## src/hw/rtl/md5d_pkg.sv

```systemverilog
// md5d_pkg: types, constants and round helper functions of the md5 digest unit
// standalone package, used by every module of the md5 digest unit
`default_nettype none

package md5d_pkg;

  typedef logic [31:0] word_t;
  typedef logic [3:0][31:0] quad_t;

  // sequencer states of the top level
  typedef enum logic [2:0] {
    ST_IDLE,
    ST_LOAD,
    ST_ROUND,
    ST_FOLD,
    ST_PAD,
    ST_OUT
  } state_t;

  // control from the sequencer to the round unit
  typedef struct packed {
    logic load;
    logic step;
  } core_ctl_t;

  // initial chaining words, word 0 (A) in the low slot
  localparam quad_t CHAIN_IV = {32'h10325476, 32'h98BADCFE, 32'hEFCDAB89, 32'h67452301};

  localparam logic [7:0] PAD_BYTE  = 8'h80;
  localparam logic [3:0] IDX_LEN_LO = 4'd14;
  localparam logic [3:0] IDX_LAST   = 4'd15;
  localparam logic [5:0] RND_LAST   = 6'd63;

  localparam word_t ROUND_K [64] = '{
    32'hD76AA478, 32'hE8C7B756, 32'h242070DB, 32'hC1BDCEEE,
    32'hF57C0FAF, 32'h4787C62A, 32'hA8304613, 32'hFD469501,
    32'h698098D8, 32'h8B44F7AF, 32'hFFFF5BB1, 32'h895CD7BE,
    32'h6B901122, 32'hFD987193, 32'hA679438E, 32'h49B40821,
    32'hF61E2562, 32'hC040B340, 32'h265E5A51, 32'hE9B6C7AA,
    32'hD62F105D, 32'h02441453, 32'hD8A1E681, 32'hE7D3FBC8,
    32'h21E1CDE6, 32'hC33707D6, 32'hF4D50D87, 32'h455A14ED,
    32'hA9E3E905, 32'hFCEFA3F8, 32'h676F02D9, 32'h8D2A4C8A,
    32'hFFFA3942, 32'h8771F681, 32'h6D9D6122, 32'hFDE5380C,
    32'hA4BEEA44, 32'h4BDECFA9, 32'hF6BB4B60, 32'hBEBFBC70,
    32'h289B7EC6, 32'hEAA127FA, 32'hD4EF3085, 32'h04881D05,
    32'hD9D4D039, 32'hE6DB99E5, 32'h1FA27CF8, 32'hC4AC5665,
    32'hF4292244, 32'h432AFF97, 32'hAB9423A7, 32'hFC93A039,
    32'h655B59C3, 32'h8F0CCC92, 32'hFFEFF47D, 32'h85845DD1,
    32'h6FA87E4F, 32'hFE2CE6E0, 32'hA3014314, 32'h4E0811A1,
    32'hF7537E82, 32'hBD3AF235, 32'h2AD7D2BB, 32'hEB86D391
  };

  // block buffer slot read by a round
  function automatic logic [3:0] msg_index(input logic [5:0] rnd);
    logic [3:0] r;
    logic [3:0] g;
    r = rnd[3:0];
    unique case (rnd[5:4])
      2'd0: g = r;
      2'd1: g = 4'((r << 2) + r + 4'd1);
      2'd2: g = 4'((r << 1) + r + 4'd5);
      default: g = 4'((r << 3) - r);
    endcase
    return g;
  endfunction

  // left rotate amount of a round
  function automatic logic [4:0] rot_amount(input logic [5:0] rnd);
    logic [4:0] s;
    unique case ({rnd[5:4], rnd[1:0]})
      4'h0: s = 5'd7;
      4'h1: s = 5'd12;
      4'h2: s = 5'd17;
      4'h3: s = 5'd22;
      4'h4: s = 5'd5;
      4'h5: s = 5'd9;
      4'h6: s = 5'd14;
      4'h7: s = 5'd20;
      4'h8: s = 5'd4;
      4'h9: s = 5'd11;
      4'hA: s = 5'd16;
      4'hB: s = 5'd23;
      4'hC: s = 5'd6;
      4'hD: s = 5'd10;
      4'hE: s = 5'd15;
      default: s = 5'd21;
    endcase
    return s;
  endfunction

  function automatic word_t rotl(input word_t x, input logic [4:0] s);
    logic [63:0] t;
    t = {x, x} << s;
    return t[63:32];
  endfunction

endpackage

`default_nettype wire

```

## src/hw/rtl/md5d_msg_ram.sv

```systemverilog
// md5d_msg_ram: 16 x 32 block buffer, one write port, one registered read port
// depends on md5d_pkg
`default_nettype none

module md5d_msg_ram
  import md5d_pkg::*;
(
  input  logic       clk,
  input  logic       wr_en,
  input  logic [3:0] wr_addr,
  input  word_t      wr_data,
  input  logic [3:0] rd_addr,
  output word_t      rd_data
);

  word_t mem [16];

  always_ff @(posedge clk) begin
    if (wr_en) begin
      mem[wr_addr] <= wr_data;
    end
  end

  always_ff @(posedge clk) begin
    rd_data <= mem[rd_addr];
  end

endmodule

`default_nettype wire

```

## src/hw/rtl/md5d_core.sv

```systemverilog
// md5d_core: md5 round unit, one round per cycle while ctl.step is set, on the working words a..d
// depends on md5d_pkg; message words come from md5d_msg_ram
`default_nettype none

module md5d_core
  import md5d_pkg::*;
(
  input  logic       clk,
  input  logic       rst,
  input  core_ctl_t  ctl,
  input  quad_t      chain,
  input  word_t      rd_data,
  output logic [3:0] rd_addr,
  output quad_t      work,
  output logic       last_round
);

  logic [5:0] rnd;
  word_t      a, b, c, d;
  word_t      f;
  word_t      sum;
  word_t      nb;

  assign a = work[0];
  assign b = work[1];
  assign c = work[2];
  assign d = work[3];

  always_comb begin
    unique case (rnd[5:4])
      2'd0: f = (b & c) | (~b & d);
      2'd1: f = (b & d) | (c & ~d);
      2'd2: f = b ^ c ^ d;
      default: f = c ^ (b | ~d);
    endcase
    sum = a + f + ROUND_K[rnd] + rd_data;
    nb  = b + rotl(sum, rot_amount(rnd));
  end

  // address of the word for the next round, read ahead through the registered buffer port
  assign rd_addr    = msg_index(ctl.load ? 6'd0 : rnd + 6'd1);
  assign last_round = (rnd == RND_LAST);

  always_ff @(posedge clk) begin
    if (rst) begin
      rnd <= '0;
    end else if (ctl.load) begin
      rnd <= '0;
    end else if (ctl.step) begin
      rnd <= rnd + 6'd1;
    end
  end

  always_ff @(posedge clk) begin
    if (ctl.load) begin
      work <= chain;
    end else if (ctl.step) begin
      work <= {c, b, nb, d};
    end
  end

endmodule

`default_nettype wire

```

## src/hw/rtl/md5_digest_unit.sv

```systemverilog
// md5_digest_unit: top level of the md5 digest unit, message sequencer and padding
// depends on md5d_pkg, md5d_msg_ram, md5d_core
`default_nettype none

// channel   dir  handshake                      payload
// s_axis    in   s_axis_tvalid / s_axis_tready  tdata: data_word, valid_bytes; tlast: last_word
// m_axis    out  m_axis_tvalid / m_axis_tready  tdata: digest_word0..digest_word3
//
// a non-final word is written straight into the block buffer; the sixteenth word of a
// block starts a compression (one read setup, 64 rounds through the single
// round unit fed by the buffer read port, one chaining add)
// the final word adds the padding words, one or two compressions and the load
// of the digest register
// rst is synchronous and resets the sequencer, chaining words, counts and
// output valid; the buffer itself is never cleared, every slot is written
// before a compression reads it
// a waiting digest does not stop input; only a new digest waits for the
// output register to free up

module md5_digest_unit
  import md5d_pkg::*;
(
  input  logic         clk,
  input  logic         rst,
  input  logic         s_axis_tvalid,
  output logic         s_axis_tready,
  input  logic [39:0]  s_axis_tdata,   // [31:0] data_word, [34:32] valid_bytes, zero fill
  input  logic         s_axis_tlast,   // last_word
  output logic         m_axis_tvalid,
  input  logic         m_axis_tready,
  output logic [127:0] m_axis_tdata    // [31:0] word0 .. [127:96] word3
);

  state_t     state, state_next;
  quad_t      chain;
  logic [3:0] idx;
  logic [63:0] bit_count;

  // padding progress of the current message
  logic       in_pad;     // message words done, writing padding
  logic       pend80;     // pad byte still owed as a word of its own
  logic       lo_done;    // low length word written
  logic       fin;        // high length word written, last compression running

  core_ctl_t  core_ctl;
  logic [3:0] rd_addr;
  word_t      rd_data;
  quad_t      work;
  logic       last_round;

  logic       wr_en;
  word_t      wr_data;
  word_t      in_word;
  word_t      pad_word;
  logic       s_xfer;
  logic       out_free;
  word_t      data_word;
  logic [2:0] valid_bytes;
  logic [2:0] vb_eff;
  logic       full_last;

  assign data_word   = s_axis_tdata[31:0];
  assign valid_bytes = s_axis_tdata[34:32];
  assign s_xfer      = s_axis_tvalid && s_axis_tready;
  assign out_free    = !m_axis_tvalid || m_axis_tready;

  // byte count of the word: only a final word may be short, above four means four
  assign vb_eff    = (s_axis_tlast && valid_bytes <= 3'd4) ? valid_bytes : 3'd4;
  assign full_last = s_axis_tlast && (vb_eff == 3'd4);

  // short final word: clear unused bytes, pad byte in the first free lane
  always_comb begin
    if (s_axis_tlast && vb_eff != 3'd4) begin
      unique case (vb_eff[1:0])
        2'd0: in_word = {24'h0, PAD_BYTE};
        2'd1: in_word = {16'h0, PAD_BYTE, data_word[7:0]};
        2'd2: in_word = {8'h0, PAD_BYTE, data_word[15:0]};
        default: in_word = {PAD_BYTE, data_word[23:0]};
      endcase
    end else begin
      in_word = data_word;
    end
  end

  // padding words: pad byte if owed, zeros, then length low and high
  always_comb begin
    if (pend80) begin
      pad_word = {24'h0, PAD_BYTE};
    end else if (lo_done) begin
      pad_word = bit_count[63:32];
    end else if (idx == IDX_LEN_LO) begin
      pad_word = bit_count[31:0];
    end else begin
      pad_word = '0;
    end
  end

  // next state
  always_comb begin
    state_next = state;
    unique case (state)
      ST_IDLE: begin
        if (s_xfer) begin
          if (idx == IDX_LAST) begin
            state_next = ST_LOAD;
          end else if (s_axis_tlast) begin
            state_next = ST_PAD;
          end
        end
      end
      ST_PAD: begin
        if (idx == IDX_LAST) begin
          state_next = ST_LOAD;
        end
      end
      ST_LOAD:  state_next = ST_ROUND;
      ST_ROUND: begin
        if (last_round) begin
          state_next = ST_FOLD;
        end
      end
      ST_FOLD: begin
        priority if (fin) begin
          state_next = ST_OUT;
        end else if (in_pad) begin
          state_next = ST_PAD;
        end else begin
          state_next = ST_IDLE;
        end
      end
      ST_OUT: begin
        if (out_free) begin
          state_next = ST_IDLE;
        end
      end
      default: state_next = ST_IDLE;
    endcase
  end

  // outputs of the sequencer
  always_comb begin
    s_axis_tready = 1'b0;
    core_ctl      = '0;
    wr_en         = 1'b0;
    wr_data       = in_word;
    unique case (state)
      ST_IDLE: begin
        s_axis_tready = 1'b1;
        wr_en         = s_axis_tvalid;
      end
      ST_PAD: begin
        wr_en   = 1'b1;
        wr_data = pad_word;
      end
      ST_LOAD:  core_ctl.load = 1'b1;
      ST_ROUND: core_ctl.step = 1'b1;
      ST_FOLD, ST_OUT: ;
      default: ;
    endcase
  end

  always_ff @(posedge clk) begin
    if (rst) begin
      state <= ST_IDLE;
    end else begin
      state <= state_next;
    end
  end

  // message state: chaining words, slot index, length and padding flags
  always_ff @(posedge clk) begin
    if (rst) begin
      chain     <= CHAIN_IV;
      idx       <= '0;
      bit_count <= '0;
      in_pad    <= 1'b0;
      pend80    <= 1'b0;
      lo_done   <= 1'b0;
      fin       <= 1'b0;
    end else begin
      if (wr_en) begin
        idx <= idx + 4'd1;
      end
      if (state == ST_IDLE && s_xfer) begin
        bit_count <= bit_count + {58'h0, vb_eff, 3'b000};
        in_pad    <= s_axis_tlast;
        pend80    <= full_last;
      end
      if (state == ST_PAD) begin
        pend80 <= 1'b0;
        if (!pend80 && !lo_done && idx == IDX_LEN_LO) begin
          lo_done <= 1'b1;
        end
        if (!pend80 && lo_done) begin
          fin <= 1'b1;
        end
      end
      if (state == ST_FOLD) begin
        chain[0] <= chain[0] + work[0];
        chain[1] <= chain[1] + work[1];
        chain[2] <= chain[2] + work[2];
        chain[3] <= chain[3] + work[3];
      end
      if (state == ST_OUT && out_free) begin
        chain     <= CHAIN_IV;
        idx       <= '0;
        bit_count <= '0;
        in_pad    <= 1'b0;
        pend80    <= 1'b0;
        lo_done   <= 1'b0;
        fin       <= 1'b0;
      end
    end
  end

  // digest output register
  always_ff @(posedge clk) begin
    if (rst) begin
      m_axis_tvalid <= 1'b0;
    end else if (state == ST_OUT && out_free) begin
      m_axis_tvalid <= 1'b1;
    end else if (m_axis_tready) begin
      m_axis_tvalid <= 1'b0;
    end
  end

  always_ff @(posedge clk) begin
    if (state == ST_OUT && out_free) begin
      m_axis_tdata <= chain;
    end
  end

  // every slot is written before the first read of a compression samples the buffer,
  // so the buffer needs no bypass
  md5d_msg_ram u_msg_ram (
    .clk     (clk),
    .wr_en   (wr_en),
    .wr_addr (idx),
    .wr_data (wr_data),
    .rd_addr (rd_addr),
    .rd_data (rd_data)
  );

  md5d_core u_core (
    .clk        (clk),
    .rst        (rst),
    .ctl        (core_ctl),
    .chain      (chain),
    .rd_data    (rd_data),
    .rd_addr    (rd_addr),
    .work       (work),
    .last_round (last_round)
  );

endmodule

`default_nettype wire
```

## config.mk

```make
export PLATFORM = sky130hd
export DESIGN_NAME = md5_digest_unit
export DESIGN_NICKNAME = d
export VERILOG_FILES = /design/src/hw/rtl/md5d_pkg.sv /design/src/hw/rtl/md5d_msg_ram.sv /design/src/hw/rtl/md5d_core.sv /design/src/hw/rtl/md5_digest_unit.sv
export SDC_FILE = /design/constraint.sdc
export NUM_CORES = 2
export LEC_CHECK = 0
export ABC_CLOCK_PERIOD_IN_PS = 20700
export BUFFER_PORTS_ARGS = -buffer_cell sky130_fd_sc_hd__buf_2
export CORE_MARGIN = 5
export CORE_UTILIZATION = 65
export DETAILED_ROUTE_END_ITERATION = 8
export PLACE_DENSITY = 0.83
export SYNTH_ARGS = -nofsm -noshare
export SYNTH_HDL_FRONTEND = slang
export SYNTH_SLANG_ARGS = --single-unit
```

## constraint.sdc

```tcl
create_clock -name clk -period 20.7 [get_ports clk]
set_input_delay 3.105 -clock clk [delete_from_list [all_inputs] [get_ports clk]]
set_output_delay 3.105 -clock clk [all_outputs]
set_load 0.02 [all_outputs]
```

Yosys cells after proc, flatten, opt, wreduce, memory -nomap -nowiden
Memories as Yosys holds them, arrays and structs flattened. A register that Yosys moved wholly into a read port is not among the register bits.
Cells that the tools add are included.

operators by class
  add/sub/neg operators = 16
  $lt $le $gt $ge = 2
  equal/unequal tests = 21
  shift-type cells = 1
  multiplexer cells = 33
  bitwise gates (word level) = 13
  reductions and logical operators = 25

operators by type and width
  operator                                                       number
  32-bit adder                                                   8
  128-bit 2-to-1 mux                                             2
  32-bit 2-to-1 mux                                              7
  32-bit one-hot mux with 3 select lines                         2
  32-bit AND                                                     4
  32-bit OR                                                      3
  32-bit XOR                                                     3
  64-bit by 6-bit adder with 64-bit output                       1
  32-bit inverter                                                2
  64-bit by 5-bit << shifter with 64-bit output                  1
  3-bit 2-to-1 mux                                               9
  3-bit one-hot mux with 6 select lines                          1
  4-bit one-hot mux with 3 select lines                          1
  3-bit equality test, second input constant                     3
  1-bit logical AND                                              9
  4-bit by 1-bit adder with 4-bit output, second input constant  2
  4-bit adder                                                    2
  4-bit equality test, second input constant                     2
  4-bit 2-to-1 mux                                               2
  2-bit != test, second input constant                           4
  7-bit >= comparator, second input constant                     1
  1-bit 2-to-1 mux                                               7
  6-bit inverter with 7-bit output                               1
  6-bit by 1-bit adder with 6-bit output, second input constant  1
  20 further kinds                                               33

storage, ports and cells
  register bits = 466
  bits in writable memories = 512
  ROM bits = 2128
  word-level logic and storage cells = 132
  memories kept = 3

memories
  memory           depth  width  rd ports  clocked after Yosys merged registers in  write ports  line                text
  (no name shown)  64     32     1         0                                        0            md5d_core.sv:36     sum = a + f + ROUND_K[rnd] + rd_data;
  u_msg_ram.mem    16     32     1         1                                        1            md5d_msg_ram.sv:16  word_t mem [16];
  (no name shown)  16     5      1         1                                        0            md5d_pkg.sv:70      unique case ({rnd[5:4], rnd[1:0]})

Longest topological paths before layout
  word-level depth = 11
  mapped depth = 42

Modules after synthesis
From an unflattened synthesis, not the netlist that was laid out.

second synthesis, totals
  cell total of the unflattened synthesis = 4974
  area total of the unflattened synthesis = 55993.7 um^2

by module, submodules not included
  module           instances  cells an instance  area each (um^2)  seq. area each (um^2)
  md5d_msg_ram     1          838                19854.0           16015.4
  md5d_core        1          2200               18206.2           4063.9
  md5_digest_unit  1          1936               17933.4           7867.5

Worst setup path before layout
OpenSTA, ideal clock, no wires.

  kind = input to register
  start = in m_axis_tready
  end = reg bit_count[32]
  arrival time = 10514 ps
  data required time = 20572 ps
  slack = 10059 ps
  cell stages on the path = 7
  buffers on the path = 3
  path through = nand2b_1 > nor2b_1 > or2_2 > clkbuf_1 > clkbuf_1 > buf_1 > nor2_1

on the way
  longest elaborated chain between the ends = 3

RTL lines
  element                       line                    text
  start: declaration            md5_digest_unit.sv:30   input logic m_axis_tready,
  1-bit logical OR              md5_digest_unit.sv:65   assign out_free = !m_axis_tvalid || m_axis_tready;
  1-bit logical AND             md5_digest_unit.sv:204  if (state == ST_OUT && out_free) begin
  2-bit OR reduction (no line)  -
  end signal: assignment        md5_digest_unit.sv:185  bit_count <= bit_count + {58'h0, vb_eff, 3'b000};
  end: declaration              md5_digest_unit.sv:37   logic [63:0] bit_count;

Every way passes these cells.
A chain may end at the register's enable or synchronous reset.

Worst setup path after layout
  start = reg u_core.rnd[0]
  end = reg u_core.work (netlist bit u_core.b[31]) (data pin)

on the way
  longest elaborated chain between the ends = 10

RTL lines
  element                                                 line             text
  start: declaration                                      md5d_core.sv:18  logic [5:0] rnd;
  start signal: assignment                                md5d_core.sv:50  rnd <= rnd + 6'd1;
  6-bit inverter with 7-bit output (implied by the code)  md5d_core.sv:36
  memory 64 x 32 bit                                      -
  32-bit 2-to-1 mux (implied by the code) (2 in series)   md5d_core.sv:36
  32-bit adder (2 in series)                              md5d_core.sv:36
  64-bit by 5-bit << shifter with 64-bit output           md5d_pkg.sv:93   t = {x, x} << s;
  32-bit adder                                            md5d_core.sv:37  nb = b + rotl(sum, rot_amount(rnd));
  128-bit 2-to-1 mux                                      md5d_core.sv:57  end else if (ctl.step) begin
  128-bit 2-to-1 mux                                      md5d_core.sv:55  if (ctl.load) begin
  end signal: assignment                                  md5d_core.sv:56  work <= chain;
  end signal: assignment                                  md5d_core.sv:58  work <= {c, b, nb, d};
  end: declaration                                        md5d_core.sv:14  output quad_t work,

Every way passes these cells. The select of a mux whose other input is x is not followed.

==> summary.md <==
| Metric | Value |
|---|---|
| Status | `finished, final reports clean` |
| Final setup vio count | `0` |
| DR vias | `45799` |
| First-pass GRT wire length | `roughly 250 mm` |
| CTS Buffer Depth | `3` |
| Pin count of the biggest net entering global routing | `162` |
| P_sw | `0.00133 W` |
| Synthesized area per cell | `9.97 sq um` |
| Placed Instances | `~6800` |
| Clk_lat worst skew | `about 0.73 ns` |
| Initial Util | `65.6%` |
| Share of power burned in registers | `46.1%` |
| Final Skew | `0.0471 ns` |
| Sw Share | `between 20% and 30%` |
| Worst-path clk slew | `~0.06 ns` |
| WL met3 | `between 10 and 15 mm` |
| Setup TNS | `0 ns` |
| Fin crit share | `59.8%` |
| Tot Pwr | `0.00494 W` |
| Post-CTS Hold Buffers | `0` |
| CTS tree | `done` |
| DRC viols | `0` |
| VDD IR max | `0.0880 mV` |
| Max_slew headroom | `22.6%` |
| Synth cell types | `between 80 and 90` |
| CP Launch Type | `flip-flop` |
| Fin crit period | `12.38 ns` |
| Layout cells sized above 1 | `9.52%` |
| R2r setup slk | `between 8 and 9 ns` |
| Routed WL | `164 mm` |
| Max-slew violation count | `0` |
| Gpl congestion | `0.979` |
| CTS Buf Count | `102` |
| Commonest cells after routing, fill and taps aside | `879 x nand2_1, 768 x edfxtp_1, 450 x a21oi_1, 306 x nor2_1, 281 x inv_1` |
| Most common cell after layout, fill and taps aside | `nand2_1` |
| TritonRoute pass-1 iters | `8` |
| Die X | `306 microns` |
| Cells after Synth | `5718` |
| Clk network pwr share | `a little under two fifths` |
| M1 WL | `61.6 mm` |
| Asr flop ratio synth | `0%` |
| Placeable Area | `86900 sq um` |
| Internal | `between 0.003 and 0.004 W` |
| Top Layer Used | `met4` |
| Hold crit path type | `flip-flop to flip-flop` |
| Worst-Margin Slew | `1.15 ns` |
| Combinational Power Share | `around 16%` |
| Initial antenna violation count | `2` |
| Setup Fix Bufs, Post-CTS | `0` |
| Slowest stage delay, CP | `0.84 ns` |
| Rows | `108` |
| CTS resizes | `0` |
| Crit path capture type | `flip-flop` |
| Post-route ant nets | `0` |
| Synthesized area | `57000 sq um` |
| Final Hold Viols | `0` |
| DRT iter0 DRCs | `5550` |
| Clock root buffer | `clkbuf_16` |
| WHS | `0.473 ns` |
| Req. time, crit path | `21.13 ns` |
| Nets | `6058` |
| Reg2Reg Launch Point | `u_core.rnd[0]` |
| Max-capacitance violation count | `0` |
| Setup WS pre-CTS | `8.80 ns` |
| Post-Syn Nets | `6056` |
| Fmax | `0.0808 GHz` |
| Register bit total from synthesis | `1012` |
| GRT Util Overall | `33.9%` |
| Die footprint | `approximately 94000 sq um` |
| CP arrival | `between 10 and 15 ns` |
| H-tree levels | `3` |
| Slowest stage cell on the critical path | `a211oi_1` |
| Hold Startpoint | `in_pad` |
| RSZ-0062 raised after global routing | `no` |
| Routed len/inst | `23.6 microns` |
| Setup ws final | `8.32 ns` |
| # clock sinks | `1012` |
| Io pins | `175` |
| Total grt overflow | `0` |
| Top_reg_cell synth | `edfxtp_1` |
| CP Class | `flip-flop to flip-flop` |
| R2r endpoint | `u_core.b[31]` |
| Lkg Pwr | `about 24 nW` |
| Number of synthesized flops with an enable pin | `768` |
| Port Buffers | `169` |
| Yosys warnings | `0` |
| Vias per cell | `between 6 and 7` |
| R2R depth | `38` |
| Hold Crit Endpoint | `in_pad` |
| Worst Path Max Fanout | `31` |
| Register area share after synthesis | `49.0%` |
| Hold depth | `2` |
| Die Height | `306 microns` |
| CP dominant cell by count | `inv_1` |
| Finished Layout Cells | `6966` |
| Layout area overhead | `9.05%` |
| PwrDens | `between 70 and 80 nW/um^2` |
| Met2 Wirelength | `77.3 mm` |
| Post-DP HPWL | `between 100 and 150 mm` |
| Vias in the first global route | `43152` |
-- registers in the layout, summed over array words and instances (netlist names), 4 cells and up, named ones only --
signal and count:
bit_count 61, chain 128, idx 4, m_axis_tdata 128, u_core.a 32, u_core.b 32
u_core.c 32, u_core.d 32, u_core.rnd 6, u_msg_ram.mem 512, u_msg_ram.rd_data 32
-- per-layer routing --
metal / vias to the layer above / global-route usage [%]
met5: - / 0
met4: 0 / 18.8
met3: 457 / 4.83
met2: 2358 / 55.7
met1: 22068 / 43.7
li1: 20916 / -
-- layout make-up --
| cell class | count | area [sq um] |
|---|---|---|
| Clock inverter | 69 | 746 |
| Clock buffer | 124 | 2670 |
| Inverter | 288 | 1080 |
| Tap cell | 1155 | 1450 |
| Timing Repair Buffer | 237 | 1370 |
| Fill cell | 6063 | 24700 |
| Antenna cell | 2 | 5.00 |
| Multi-Input combinational cell | 4079 | 26900 |
| Sequential cell | 1012 | 28000 |
-- worst max-delay path, delay by kind of cell (launching register included) --
family / cells / cell delay, ns
flops: 1 / 0.30
mux: 4 / 1.42
simple gates: 2 / 0.72
fa+ha+maj: 6 / 2.46
buf+inv: 6 / 1.23
xor+xnor: 1 / 0.12
compound gates: 19 / 5.77
-- synth_stat cells (16+ instances only) --
master    instances  area share [%]
a211oi_1        214             2.8
a21o_1           80             1.1
a21oi_1         450             3.9
a22oi_1          17            0.22
a311oi_1         73             1.1
a31oi_1         154             1.7
and2_1          156             1.7
and3_1           37            0.41
buf_1            40            0.26
buf_2            16            0.14
clkbuf_1        283             1.9
dfxtp_1         244             8.6
edfxtp_1        768              40
fa_1             69             2.4
ha_1            224             4.9
inv_1           282             1.9
maj3_1           30            0.53
mux2_2           30            0.59
mux2i_1          58             1.0
mux4_2           29             1.1
nand2_1         883             5.8
nand2b_1         51            0.56
nand3_1         130             1.1
nand4_1          25            0.27
nor2_1          320             2.1
nor2b_1          36            0.39
nor3_1           72            0.63
o211ai_1         69            0.91
o21a_1           35            0.46
o21ai_0         258             2.3
o21bai_1         19            0.25
o221a_2          32            0.63
o31ai_1          29            0.38
or3_1            50            0.55
xnor2_1         113             1.7
xor2_1          121             1.9
-- power groups by stage --
| stage | combinational, W | sequential, W | clock (W) |
|---|---|---|---|
| 2_1_floorplan | 0.000578 | 0.00231 | 0 |
| 5_1_grt | 0.000865 | 0.00228 | 0.00197 |
| 6_report | 0.000792 | 0.00228 | 0.00187 |
| 3_5_place_dp | 0.000773 | 0.00232 | 0 |
| 4_1_cts | 0.000779 | 0.00227 | 0.00188 |
| 3_3_place_gp | 0.000760 | 0.00232 | 0 |
-- worst max path at each step --
stage	startpoint	endpoint	slack (ns)	depth (start not counted)
after floorplan	m_axis_tready	bit_count[32]	10.06	7
after global placement	u_core.rnd[0]	u_core.b[31]	8.78	38
after detailed placement	u_core.rnd[0]	u_core.b[31]	8.80	38
after CTS	u_core.rnd[0]	u_core.b[31]	8.70	38
after global routing	u_core.rnd[0]	u_core.b[31]	7.89	38
final	u_core.rnd[0]	u_core.b[31]	8.32	38
-- cell families (layout without fill, tap and decap cells) --
logic type,Yosys count,after routing,share of synthesized area [%]
AO/OA/AOI/OAI,1588,1588,18.2
XOR/XNOR,235,235,3.62
adder cells (fa/ha/maj),323,323,7.86
buffers and inverters,627,718,4.16
flip-flops,1012,1012,49.0
multiplexers,118,118,2.78
other,0,2,0
AND/OR/NAND/NOR,1815,1815,14.3
-- through the flow --
| step | area (sq um) | util (%) |
|---|---|---|
| 2_1_floorplan | 57000 | - |
| 3_3_place_gp | 58800 | 67.6 |
| 3_5_place_dp | 58800 | 67.6 |
| 4_1_cts | 62200 | 71.6 |
| 5_1_grt | 62200 | 71.6 |
| 6_report | 62200 | 71.6 |
Power figures use the tool's default switching activity.
